## src/rtl/ledl_pkg.sv

```systemverilog
package ledl_pkg;

   // Luma precision; field ports stay at their fixed width, upper bits ignored.
   localparam int LUMA_BITS = 10;

   localparam int LumaW      = 10;
   localparam int LumaEffW   = (LUMA_BITS < LumaW) ? LUMA_BITS : LumaW;
   localparam int PredW      = 10;
   localparam int ThrW       = 10;
   localparam int FactorW    = 8;
   localparam int StrengthW  = 9;
   localparam int CsrDataW   = 10;
   localparam int CsrIndexW  = 3;

   // scale (Q4.4) * threshold, then * (1.0 - strength) in Q0.8
   localparam int ProdW      = FactorW + ThrW;
   localparam int MulW       = StrengthW;
   localparam int LimW       = ProdW + MulW;
   localparam int FracW      = 12;
   localparam int ShiftW     = LumaEffW + FracW;
   localparam int CmpW       = (LimW > ShiftW) ? LimW : ShiftW;
   localparam int ThrCmpW    = (LumaEffW > ThrW) ? LumaEffW : ThrW;
   localparam int ContrastW  = LumaEffW + FactorW;
   localparam int StrengthOne = 256;

   // Reset values
   localparam int EdgeThrReset   = 102;
   localparam int FactorReset    = 32;
   localparam int PredThrReset   = 10;
   localparam int PredScaleReset = 32;
   localparam int StrengthReset  = 102;
   localparam int ProdReset      = PredScaleReset * EdgeThrReset;
   localparam int MulReset       = StrengthOne - StrengthReset;

   typedef enum logic [CsrIndexW-1:0] {
      CSR_EDGE_THRESHOLD        = 3'd0,
      CSR_CONTRAST_FACTOR       = 3'd1,
      CSR_PREDICATION_ENABLE    = 3'd2,
      CSR_PREDICATION_THRESHOLD = 3'd3,
      CSR_PREDICATION_SCALE     = 3'd4,
      CSR_PREDICATION_STRENGTH  = 3'd5
   } csr_index_type;

   typedef struct packed {
      logic [ThrW-1:0]    edge_threshold;
      logic [FactorW-1:0] contrast_factor;
      logic               predication_enable;
      logic [PredW-1:0]   predication_threshold;
      logic [ProdW-1:0]   thr_prod;   // predication_scale * edge_threshold
      logic [MulW-1:0]    pe_mul;     // 256 - saturated strength
   } cfg_type;

endpackage

```

## src/rtl/ledl_if.sv

```systemverilog
interface ledl_req_if;
   logic                        valid;
   logic                        ready;
   logic [ledl_pkg::LumaW-1:0]  luma_center;
   logic [ledl_pkg::LumaW-1:0]  luma_left;
   logic [ledl_pkg::LumaW-1:0]  luma_top;
   logic [ledl_pkg::LumaW-1:0]  luma_right;
   logic [ledl_pkg::LumaW-1:0]  luma_bottom;
   logic [ledl_pkg::LumaW-1:0]  luma_left_far;
   logic [ledl_pkg::LumaW-1:0]  luma_top_far;
   logic [ledl_pkg::PredW-1:0]  pred_center;
   logic [ledl_pkg::PredW-1:0]  pred_left;
   logic [ledl_pkg::PredW-1:0]  pred_top;
   logic                        pred_valid;

   modport source (
      output valid, luma_center, luma_left, luma_top, luma_right, luma_bottom,
             luma_left_far, luma_top_far, pred_center, pred_left, pred_top,
             pred_valid,
      input  ready
   );

   modport sink (
      input  valid, luma_center, luma_left, luma_top, luma_right, luma_bottom,
             luma_left_far, luma_top_far, pred_center, pred_left, pred_top,
             pred_valid,
      output ready
   );
endinterface

interface ledl_rsp_if;
   logic valid;
   logic ready;
   logic edge_left;
   logic edge_top;

   modport source (
      output valid, edge_left, edge_top,
      input  ready
   );

   modport sink (
      input  valid, edge_left, edge_top,
      output ready
   );
endinterface

```

## src/rtl/ledl_csr.sv

```systemverilog
module ledl_csr (
   input  logic                            clock,
   input  logic                            reset,
   input  logic                            csr_wr_en,
   input  logic [ledl_pkg::CsrIndexW-1:0]  csr_index,
   input  logic [ledl_pkg::CsrDataW-1:0]   csr_wdata,
   output ledl_pkg::cfg_type               cfg
);
   import ledl_pkg::*;

   logic [ThrW-1:0]      edge_threshold_ff,        edge_threshold_in;
   logic [FactorW-1:0]   contrast_factor_ff,       contrast_factor_in;
   logic                 predication_enable_ff,    predication_enable_in;
   logic [ThrW-1:0]      predication_threshold_ff, predication_threshold_in;
   logic [FactorW-1:0]   predication_scale_ff,     predication_scale_in;
   logic [StrengthW-1:0] predication_strength_ff,  predication_strength_in;
   logic [ProdW-1:0]     thr_prod_ff,              thr_prod_in;
   logic [MulW-1:0]      pe_mul_ff,                pe_mul_in;
   logic [StrengthW-1:0] strength_sat;

   always_comb begin
      edge_threshold_in        = edge_threshold_ff;
      contrast_factor_in       = contrast_factor_ff;
      predication_enable_in    = predication_enable_ff;
      predication_threshold_in = predication_threshold_ff;
      predication_scale_in     = predication_scale_ff;
      predication_strength_in  = predication_strength_ff;
      if (csr_wr_en) begin
         case (csr_index)
            CSR_EDGE_THRESHOLD: begin
               edge_threshold_in = csr_wdata[ThrW-1:0];
            end
            CSR_CONTRAST_FACTOR: begin
               contrast_factor_in = csr_wdata[FactorW-1:0];
            end
            CSR_PREDICATION_ENABLE: begin
               predication_enable_in = csr_wdata[0];
            end
            CSR_PREDICATION_THRESHOLD: begin
               predication_threshold_in = csr_wdata[ThrW-1:0];
            end
            CSR_PREDICATION_SCALE: begin
               predication_scale_in = csr_wdata[FactorW-1:0];
            end
            CSR_PREDICATION_STRENGTH: begin
               predication_strength_in = csr_wdata[StrengthW-1:0];
            end
            default: begin
            end
         endcase
      end
   end

   // Derived terms are registered from the raw registers and follow them in the next cycle.
   always_comb begin
      strength_sat = (predication_strength_ff > StrengthW'(StrengthOne)) ?
                     StrengthW'(StrengthOne) : predication_strength_ff;
      pe_mul_in    = MulW'(StrengthOne) - MulW'(strength_sat);
      thr_prod_in  = ProdW'(predication_scale_ff) * ProdW'(edge_threshold_ff);
   end

   always_ff @(posedge clock) begin
      if (reset) begin
         edge_threshold_ff        <= ThrW'(EdgeThrReset);
         contrast_factor_ff       <= FactorW'(FactorReset);
         predication_enable_ff    <= 1'b0;
         predication_threshold_ff <= ThrW'(PredThrReset);
         predication_scale_ff     <= FactorW'(PredScaleReset);
         predication_strength_ff  <= StrengthW'(StrengthReset);
         thr_prod_ff              <= ProdW'(ProdReset);
         pe_mul_ff                <= MulW'(MulReset);
      end else begin
         edge_threshold_ff        <= edge_threshold_in;
         contrast_factor_ff       <= contrast_factor_in;
         predication_enable_ff    <= predication_enable_in;
         predication_threshold_ff <= predication_threshold_in;
         predication_scale_ff     <= predication_scale_in;
         predication_strength_ff  <= predication_strength_in;
         thr_prod_ff              <= thr_prod_in;
         pe_mul_ff                <= pe_mul_in;
      end
   end

   always_comb begin
      cfg.edge_threshold        = edge_threshold_ff;
      cfg.contrast_factor       = contrast_factor_ff;
      cfg.predication_enable    = predication_enable_ff;
      cfg.predication_threshold = predication_threshold_ff;
      cfg.thr_prod              = thr_prod_ff;
      cfg.pe_mul                = pe_mul_ff;
   end

endmodule

```

## src/rtl/luma_edge_detect_lca_core.sv

```systemverilog
// Luma edge detector with local contrast adaptation. Each transfer on req_bus
// carries one pixel neighborhood (center, left, top, right, bottom, left-left,
// top-top luma plus three optional predication samples); each transfer on
// rsp_bus returns the left and top edge flags for that pixel, in order. The
// block takes one neighborhood per clock while rsp_bus is not stalled and
// returns its flags through three register stages (differences,
// products/max, decision); the output stage doubles as the result buffer,
// and ready propagates back through the stages so a stall on rsp_bus holds
// everything without loss. The csr_ port writes the six control registers
// by index; derived products of the registers pass through one more
// register, which is covered since an item reaches the stage that uses them
// only after it is taken. Write registers only while no item is in flight.
module luma_edge_detect_lca_core (
   input  logic                            clock,
   input  logic                            reset,
   ledl_req_if.sink                        req_bus,
   ledl_rsp_if.source                      rsp_bus,
   input  logic                            csr_wr_en,
   input  logic [ledl_pkg::CsrIndexW-1:0]  csr_index,
   input  logic [ledl_pkg::CsrDataW-1:0]   csr_wdata
);
   import ledl_pkg::*;

   cfg_type cfg;

   ledl_csr u_csr (
      .clock     (clock),
      .reset     (reset),
      .csr_wr_en (csr_wr_en),
      .csr_index (csr_index),
      .csr_wdata (csr_wdata),
      .cfg       (cfg)
   );

   // ---------------------------------------------------------------------
   // Flow control: a stage loads when it is empty or its content moves on.
   // ---------------------------------------------------------------------
   logic v1_ff, v2_ff, v3_ff;
   logic adv1, adv2, adv3;

   assign adv3 = !v3_ff || rsp_bus.ready;
   assign adv2 = !v2_ff || adv3;
   assign adv1 = !v1_ff || adv2;
   assign req_bus.ready = adv1;

   always_ff @(posedge clock) begin
      if (reset) begin
         v1_ff <= 1'b0;
         v2_ff <= 1'b0;
         v3_ff <= 1'b0;
      end else begin
         if (adv1) begin
            v1_ff <= req_bus.valid;
         end
         if (adv2) begin
            v2_ff <= v1_ff;
         end
         if (adv3) begin
            v3_ff <= v2_ff;
         end
      end
   end

   // ---------------------------------------------------------------------
   // Stage 1: absolute differences, predication edge tests.
   // ---------------------------------------------------------------------
   logic [LumaEffW-1:0] lc, ll, lt, lr, lb, lll, ltt;
   logic [LumaEffW-1:0] s1_dl_in, s1_dt_in, s1_dr_in, s1_db_in, s1_dll_in, s1_dtt_in;
   logic [LumaEffW-1:0] s1_dl_ff, s1_dt_ff, s1_dr_ff, s1_db_ff, s1_dll_ff, s1_dtt_ff;
   logic [PredW-1:0]    pdl, pdt;
   logic                s1_pel_in, s1_pet_in, s1_pred_in;
   logic                s1_pel_ff, s1_pet_ff, s1_pred_ff;

   always_comb begin
      lc  = req_bus.luma_center[LumaEffW-1:0];
      ll  = req_bus.luma_left[LumaEffW-1:0];
      lt  = req_bus.luma_top[LumaEffW-1:0];
      lr  = req_bus.luma_right[LumaEffW-1:0];
      lb  = req_bus.luma_bottom[LumaEffW-1:0];
      lll = req_bus.luma_left_far[LumaEffW-1:0];
      ltt = req_bus.luma_top_far[LumaEffW-1:0];

      s1_dl_in  = (lc >= ll) ? lc - ll : ll - lc;
      s1_dt_in  = (lc >= lt) ? lc - lt : lt - lc;
      s1_dr_in  = (lc >= lr) ? lc - lr : lr - lc;
      s1_db_in  = (lc >= lb) ? lc - lb : lb - lc;
      s1_dll_in = (ll >= lll) ? ll - lll : lll - ll;
      s1_dtt_in = (lt >= ltt) ? lt - ltt : ltt - lt;

      pdl = (req_bus.pred_center >= req_bus.pred_left) ?
            req_bus.pred_center - req_bus.pred_left :
            req_bus.pred_left - req_bus.pred_center;
      pdt = (req_bus.pred_center >= req_bus.pred_top) ?
            req_bus.pred_center - req_bus.pred_top :
            req_bus.pred_top - req_bus.pred_center;

      s1_pel_in  = pdl >= cfg.predication_threshold;
      s1_pet_in  = pdt >= cfg.predication_threshold;
      s1_pred_in = cfg.predication_enable && req_bus.pred_valid;
   end

   always_ff @(posedge clock) begin
      if (adv1) begin
         s1_dl_ff   <= s1_dl_in;
         s1_dt_ff   <= s1_dt_in;
         s1_dr_ff   <= s1_dr_in;
         s1_db_ff   <= s1_db_in;
         s1_dll_ff  <= s1_dll_in;
         s1_dtt_ff  <= s1_dtt_in;
         s1_pel_ff  <= s1_pel_in;
         s1_pet_ff  <= s1_pet_in;
         s1_pred_ff <= s1_pred_in;
      end
   end

   // ---------------------------------------------------------------------
   // Stage 2: neighborhood max, plain threshold test, threshold limits for
   // the predicated test, contrast products.
   // ---------------------------------------------------------------------
   logic [LumaEffW-1:0]  max_a, max_b, max_c, max_d, s2_mx_in, s2_mx_ff;
   logic [LimW-1:0]      lim_pe, lim_full;
   logic [LimW-1:0]      s2_lim_l_in, s2_lim_t_in, s2_lim_l_ff, s2_lim_t_ff;
   logic [ContrastW-1:0] s2_cf_dl_in, s2_cf_dt_in, s2_cf_dl_ff, s2_cf_dt_ff;
   logic                 s2_plain_l_in, s2_plain_t_in, s2_plain_l_ff, s2_plain_t_ff;
   logic [LumaEffW-1:0]  s2_dl_ff, s2_dt_ff;
   logic                 s2_pred_ff;

   always_comb begin
      max_a    = (s1_dl_ff > s1_dr_ff) ? s1_dl_ff : s1_dr_ff;
      max_b    = (max_a > s1_dll_ff) ? max_a : s1_dll_ff;
      max_c    = (s1_dt_ff > s1_db_ff) ? s1_dt_ff : s1_db_ff;
      max_d    = (max_c > s1_dtt_ff) ? max_c : s1_dtt_ff;
      s2_mx_in = (max_b > max_d) ? max_b : max_d;

      // plain: D >= threshold
      s2_plain_l_in = ThrCmpW'(s1_dl_ff) >= ThrCmpW'(cfg.edge_threshold);
      s2_plain_t_in = ThrCmpW'(s1_dt_ff) >= ThrCmpW'(cfg.edge_threshold);

      // predicated: scale * thr * (256 - s) on predicated edges, else * 256
      lim_pe      = LimW'(cfg.thr_prod) * LimW'(cfg.pe_mul);
      lim_full    = LimW'({cfg.thr_prod, 8'b0});
      s2_lim_l_in = s1_pel_ff ? lim_pe : lim_full;
      s2_lim_t_in = s1_pet_ff ? lim_pe : lim_full;

      s2_cf_dl_in = ContrastW'(cfg.contrast_factor) * ContrastW'(s1_dl_ff);
      s2_cf_dt_in = ContrastW'(cfg.contrast_factor) * ContrastW'(s1_dt_ff);
   end

   always_ff @(posedge clock) begin
      if (adv2) begin
         s2_mx_ff      <= s2_mx_in;
         s2_plain_l_ff <= s2_plain_l_in;
         s2_plain_t_ff <= s2_plain_t_in;
         s2_lim_l_ff   <= s2_lim_l_in;
         s2_lim_t_ff   <= s2_lim_t_in;
         s2_cf_dl_ff   <= s2_cf_dl_in;
         s2_cf_dt_ff   <= s2_cf_dt_in;
         s2_dl_ff      <= s1_dl_ff;
         s2_dt_ff      <= s1_dt_ff;
         s2_pred_ff    <= s1_pred_ff;
      end
   end

   // ---------------------------------------------------------------------
   // Stage 3: final decision, held as the output buffer.
   // ---------------------------------------------------------------------
   logic pflag_l, pflag_t, flag_l, flag_t, keep_l, keep_t;
   logic edge_left_in, edge_top_in, edge_left_ff, edge_top_ff;
   logic [ContrastW-1:0] mx16;

   always_comb begin
      // D * 4096 against the limit (Q4.4 * Q0.8 leaves 12 fraction bits)
      pflag_l = CmpW'({s2_dl_ff, FracW'(0)}) >= CmpW'(s2_lim_l_ff);
      pflag_t = CmpW'({s2_dt_ff, FracW'(0)}) >= CmpW'(s2_lim_t_ff);
      flag_l  = s2_pred_ff ? pflag_l : s2_plain_l_ff;
      flag_t  = s2_pred_ff ? pflag_t : s2_plain_t_ff;

      // contrast adaptation: drop the flag when max * 16 > factor * D
      mx16   = ContrastW'({s2_mx_ff, 4'b0});
      keep_l = !(mx16 > s2_cf_dl_ff);
      keep_t = !(mx16 > s2_cf_dt_ff);

      edge_left_in = flag_l && keep_l;
      edge_top_in  = flag_t && keep_t;
   end

   always_ff @(posedge clock) begin
      if (adv3) begin
         edge_left_ff <= edge_left_in;
         edge_top_ff  <= edge_top_in;
      end
   end

   assign rsp_bus.valid     = v3_ff;
   assign rsp_bus.edge_left = edge_left_ff;
   assign rsp_bus.edge_top  = edge_top_ff;

endmodule

```

## src/flat_wrapper.sv

```systemverilog
// flat-port wrapper written by rule: the top's interface ports become plain ports
module luma_edge_detect_lca_core_flat import ledl_pkg::*;
  (clock, reset, csr_wr_en, csr_index, csr_wdata, req_bus_valid, req_bus_luma_center, req_bus_luma_left, req_bus_luma_top, req_bus_luma_right, req_bus_luma_bottom, req_bus_luma_left_far, req_bus_luma_top_far, req_bus_pred_center, req_bus_pred_left, req_bus_pred_top, req_bus_pred_valid, req_bus_ready, rsp_bus_valid, rsp_bus_edge_left, rsp_bus_edge_top, rsp_bus_ready);
  ledl_req_if req_bus_i ();
  ledl_rsp_if rsp_bus_i ();
  input  logic clock;
  input  logic reset;
  input  logic csr_wr_en;
  input  logic [ledl_pkg::CsrIndexW-1:0] csr_index;
  input  logic [ledl_pkg::CsrDataW-1:0] csr_wdata;
  input wire logic [$bits(req_bus_i.valid)-1:0] req_bus_valid;
  input wire logic [$bits(req_bus_i.luma_center)-1:0] req_bus_luma_center;
  input wire logic [$bits(req_bus_i.luma_left)-1:0] req_bus_luma_left;
  input wire logic [$bits(req_bus_i.luma_top)-1:0] req_bus_luma_top;
  input wire logic [$bits(req_bus_i.luma_right)-1:0] req_bus_luma_right;
  input wire logic [$bits(req_bus_i.luma_bottom)-1:0] req_bus_luma_bottom;
  input wire logic [$bits(req_bus_i.luma_left_far)-1:0] req_bus_luma_left_far;
  input wire logic [$bits(req_bus_i.luma_top_far)-1:0] req_bus_luma_top_far;
  input wire logic [$bits(req_bus_i.pred_center)-1:0] req_bus_pred_center;
  input wire logic [$bits(req_bus_i.pred_left)-1:0] req_bus_pred_left;
  input wire logic [$bits(req_bus_i.pred_top)-1:0] req_bus_pred_top;
  input wire logic [$bits(req_bus_i.pred_valid)-1:0] req_bus_pred_valid;
  output wire logic [$bits(req_bus_i.ready)-1:0] req_bus_ready;
  output wire logic [$bits(rsp_bus_i.valid)-1:0] rsp_bus_valid;
  output wire logic [$bits(rsp_bus_i.edge_left)-1:0] rsp_bus_edge_left;
  output wire logic [$bits(rsp_bus_i.edge_top)-1:0] rsp_bus_edge_top;
  input wire logic [$bits(rsp_bus_i.ready)-1:0] rsp_bus_ready;
  assign req_bus_i.valid = req_bus_valid;
  assign req_bus_i.luma_center = req_bus_luma_center;
  assign req_bus_i.luma_left = req_bus_luma_left;
  assign req_bus_i.luma_top = req_bus_luma_top;
  assign req_bus_i.luma_right = req_bus_luma_right;
  assign req_bus_i.luma_bottom = req_bus_luma_bottom;
  assign req_bus_i.luma_left_far = req_bus_luma_left_far;
  assign req_bus_i.luma_top_far = req_bus_luma_top_far;
  assign req_bus_i.pred_center = req_bus_pred_center;
  assign req_bus_i.pred_left = req_bus_pred_left;
  assign req_bus_i.pred_top = req_bus_pred_top;
  assign req_bus_i.pred_valid = req_bus_pred_valid;
  assign req_bus_ready = req_bus_i.ready;
  assign rsp_bus_valid = rsp_bus_i.valid;
  assign rsp_bus_edge_left = rsp_bus_i.edge_left;
  assign rsp_bus_edge_top = rsp_bus_i.edge_top;
  assign rsp_bus_i.ready = rsp_bus_ready;
  luma_edge_detect_lca_core u_core (.clock(clock), .reset(reset), .req_bus(req_bus_i), .rsp_bus(rsp_bus_i), .csr_wr_en(csr_wr_en), .csr_index(csr_index), .csr_wdata(csr_wdata));
endmodule
```

## config.mk

```make
export PLATFORM = sky130hd
export DESIGN_NAME = luma_edge_detect_lca_core_flat
export DESIGN_NICKNAME = d
export VERILOG_FILES = /design/src/rtl/ledl_pkg.sv /design/src/rtl/ledl_if.sv /design/src/rtl/ledl_csr.sv /design/src/rtl/luma_edge_detect_lca_core.sv /design/src/flat_wrapper.sv
export SDC_FILE = /design/constraint.sdc
export NUM_CORES = 2
export LEC_CHECK = 0
export ABC_AREA = 1
export ABC_CLOCK_PERIOD_IN_PS = 4540
export BUFFER_PORTS_ARGS = -buffer_cell sky130_fd_sc_hd__clkbuf_2
export CAP_MARGIN = 10
export CORE_AREA = 2 2 343 345
export CTS_CLUSTER_DIAMETER = 60
export DETAILED_ROUTE_END_ITERATION = 16
export DIE_AREA = 0 0 345 347
export SETUP_SLACK_MARGIN = 0.02
export SLEW_MARGIN = 10
export SYNTH_ARGS = -nofsm -noshare
export SYNTH_HDL_FRONTEND = slang
export SYNTH_HIERARCHICAL = 1
export SYNTH_SLANG_ARGS = --single-unit
```

## constraint.sdc

```tcl
create_clock -name clock -period 4.54 [get_ports clock]
set_input_delay 1.135 -clock clock [delete_from_list [all_inputs] [get_ports clock]]
set_output_delay 1.135 -clock clock [all_outputs]
set_load 0.005 [all_outputs]
```

==> summary.txt <==
outcome -> finished clean
Synth Area in Compound Gates -> 7.092%
LEAKAGE -> 21.72 nW
Post-route DRC -> 0
placed cell count -> 6311
Post-Route Skew -> 0.03465 ns
Synth Area in XOR/XNOR -> 3.544%
synth warn -> 6
Syn Inst Count -> 4709
post-route insts no fill -> 6391
Port-buffer cells -> 122
critical path class -> flip-flop to flip-flop
register area share after synthesis -> 20.72%
largest fanout on the critical path -> 10
Avg Vias per Cell -> 4.587
Mean Syn Cell Area -> 7.346 µm²
antenna-violating nets left -> 0
routability cong. -> 0.9123
cts bufs inserted -> 36
peak supply drop -> 0.3726 mV
wire per inst -> 14.83 µm
Fin Hold WS -> 0.4290 ns
PD cells -> 420.9 mW/mm²
Setup crit start -> u_core/s1_dr_ff[7]
Arr. time, crit path -> 4.66 ns
adder-cell share of the synthesized area -> 31.86%
ANT cells -> 0
Critical Path Sink Type -> flip-flop
post-synthesis mux area share -> 0%
die area -> 0.1197 mm²
GRT Overall Usage -> 15.77%
DIE HEIGHT -> 347 µm
register bit total from synthesis -> 264
largest net degree at the start of global routing -> 55
initial core utilization -> 29.89%
Clock Pin Slew Worst Setup and Hold Paths -> 0.06 ns
Vias -> 29320
Tightest Pin Transition -> 0.8981 ns
Required @ worst endpoint -> 4.85 ns
reg-to-reg startpoint -> u_core/s1_dr_ff[7]
fin area -> 0.03913 mm²
Area growth, synth to finish -> 13.11%
setup ws final -> 0.1902 ns
CTS H-tree depth -> 2
# hold bufs at CTS -> 0
share of layout cells above drive strength 1 -> 9.657%
CTS tree -> done
Hold Path Class -> flip-flop to flip-flop
Setup Slack @ Placement -> -0.01560 ns
RSZ-0062 raised after global routing -> yes
I/O Pins -> 123
initial antenna violation count -> 0
Iter 0 DRT Violations -> 1711
final cycle utilization of the critical path -> 95.81%
clock sinks -> 264
max_slew headroom -> 40.06%
commonest non-fill, non-tap cell in the layout -> nand2_1
critical path startpoint category -> flip-flop
max-cap viol count -> 0
FMAX -> 229.9 MHz
Max clock buf depth -> 3
Cell Area, Synth -> 0.03459 mm²
fillers -> 12400
Die W -> 345 µm
Setup-failing EPs final -> 0
final count of hold timing violations -> 0
Core Area -> 0.1157 mm²
Root Buffer -> clkbuf_16
first-pass GRT wire length -> 153.5 mm
net count after synthesis -> 5545
grt total ovfl -> 0
detailed placement HPWL -> 78.82 mm
commonest non-fill, non-tap cells in the layout -> nand2_1 (1347), inv_1 (984), ha_1 (431)
largest family of logic cells by synthesized area -> adder cells
total power -> 16.47 mW
vias in the first global route -> 29480
Max Slew Vio Count -> 0
fin nets -> 5677
Netlist cell types -> 51
Post-Synth Simple-Gate Area -> 23.48%
Worst-Skew Late Latency -> 0.56 ns
row count -> 125
post-layout minimum cycle time -> 4.350 ns
Total Routed Length -> 94.81 mm
placed cell areas -> 0.03742 mm²
Hold Path Origin -> u_core/s1_pred_ff
Pre-antenna DRT Iters -> 8
[state kept, by name, summed over array words and instances, names as in the netlist, 10 cells and up]
name,count
u_core/s2_lim_l_ff,27
u_core/s2_lim_t_ff,27
u_core/s2_cf_dl_ff,18
u_core/s2_cf_dt_ff,18
u_core/u_csr/thr_prod_ff,18
u_core/s1_db_ff,10
u_core/s1_dl_ff,10
u_core/s1_dll_ff,10
u_core/s1_dr_ff,10
u_core/s1_dt_ff,10
u_core/s1_dtt_ff,10
u_core/s2_dl_ff,10
u_core/s2_dt_ff,10
u_core/s2_mx_ff,10
u_core/u_csr/edge_threshold_ff,10
u_core/u_csr/predication_threshold_ff,10
[worst paths after layout]
kind / endpoint / slack (ns) / depth (start not counted)
setup / recovery: u_core/s2_mx_ff[6] / 0.19 / 26
hold / removal: u_core/s2_pred_ff / 0.43 / 0
setup reg to reg: u_core/s2_mx_ff[6] / 0.19 / 26
hold reg to reg: u_core/s2_pred_ff / 0.43 / 0
[logic make-up (layout without fill, tap and decap cells)]
logic type               after synthesis  after routing
buffers and inverters               1167           1325
adder cells (fa/ha/maj)              717            717
AND/OR/NAND/NOR                     1987           1987
XOR/XNOR                             140            140
flip-flops                           264            264
AO/OA/AOI/OAI                        434            434
[repair_timing]
item | in CTS | in global routing
gates cloned | 0 | 3
pin swaps | 0 | 18
setup buffers | 0 | 13
resized for setup | 4 | 102
endpoints found under the setup margin | 19 | 56
[power breakdown]
group / internal [mW] / switching [mW] / total [mW]
Sequential: 3.41 / 0.334 / 3.75
Combinational: 3.86 / 6.00 / 9.86
Clock: 1.68 / 1.18 / 2.86
Total: 8.95 / 7.52 / 16.5
[cell usage after synthesis, drive strengths merged]
cell type     n  area, µm²
nand2      1366       5152
a21oi       212       1102
edfxtp      188       5645
o211ai       16      120.1
o31ai         1      7.510
a31oi         3      18.77
o21ai       147      795.8
clkbuf      118      470.5
nand4        44      294.0
nor4          4      25.02
nor2        288       1129
nor3b         2      20.02
and2         14      87.58
xor2        104      910.9
o22ai         3      18.77
xnor2        36      315.3
ha          444       5555
nand3b       16      120.1
or2           8      50.05
clkinv        3      11.26
o21a          6      45.04
inv         996       3739
a21o         23      172.7
nand3       220       1111
dfxtp        76       1521
buf          50      385.4
or3           2      12.51
o21bai       15      112.6
nor3         23      120.1
a21boi        5      37.54
fa          273       5465
a211oi        3      22.52
[area by class of cell]
cell class                      count  area, µm²  share of cell area [%]
Tap cell                         1524       1907                   4.873
Inverter                          999       3757                   9.603
Sequential cell                   264       7188                   18.37
Timing Repair Buffer              260       1888                   4.825
Timing Repair inverter              2      11.26                 0.02878
Clock inverter                     24      271.5                  0.6939
Multi-Input combinational cell   3278      23180                   59.24
Clock buffer                       40      925.9                   2.366
[worst max-delay path, cell delays in order (launching register included)]
cell and delay, ns:
edfxtp_1 0.39, inv_1 0.06, ha_1 0.29, nand2_1 0.07, nor2_2 0.15, nand4_1 0.24
buf_4 0.23, nand3_1 0.11, nand2_1 0.07, ha_1 0.29, nand2_1 0.13, a21oi_1 0.06
nor2_1 0.13, nand3_1 0.10, nand2_2 0.16, clkinvlp_4 0.18, nand3_1 0.13, and2_1 0.18
ha_4 0.22, a21oi_1 0.17, o21a_1 0.15, nand2_1 0.05, nor2_1 0.11, nor2_2 0.08
buf_6 0.14, nand3_1 0.11, nand2_1 0.08
[per-layer routing]
metal	vias up	share of wire [%]	GRT usage [%]
met5	-	0	0
met4	0	2.4	4.198
met3	132	4.7	1.736
met2	708	48	27.65
met1	13750	45	20.53
li1	14730	-	-
[through the flow]
step	setup TNS (ns)	utilization (%)
6_report	0	33.81
5_1_grt	-0.7409	33.81
4_1_cts	0	33.37
3_5_place_dp	-0.04837	32.33
3_3_place_gp	-0.01887	32.33
2_1_floorplan	0	-
Note: power is estimated with default switching activity, not from simulation.
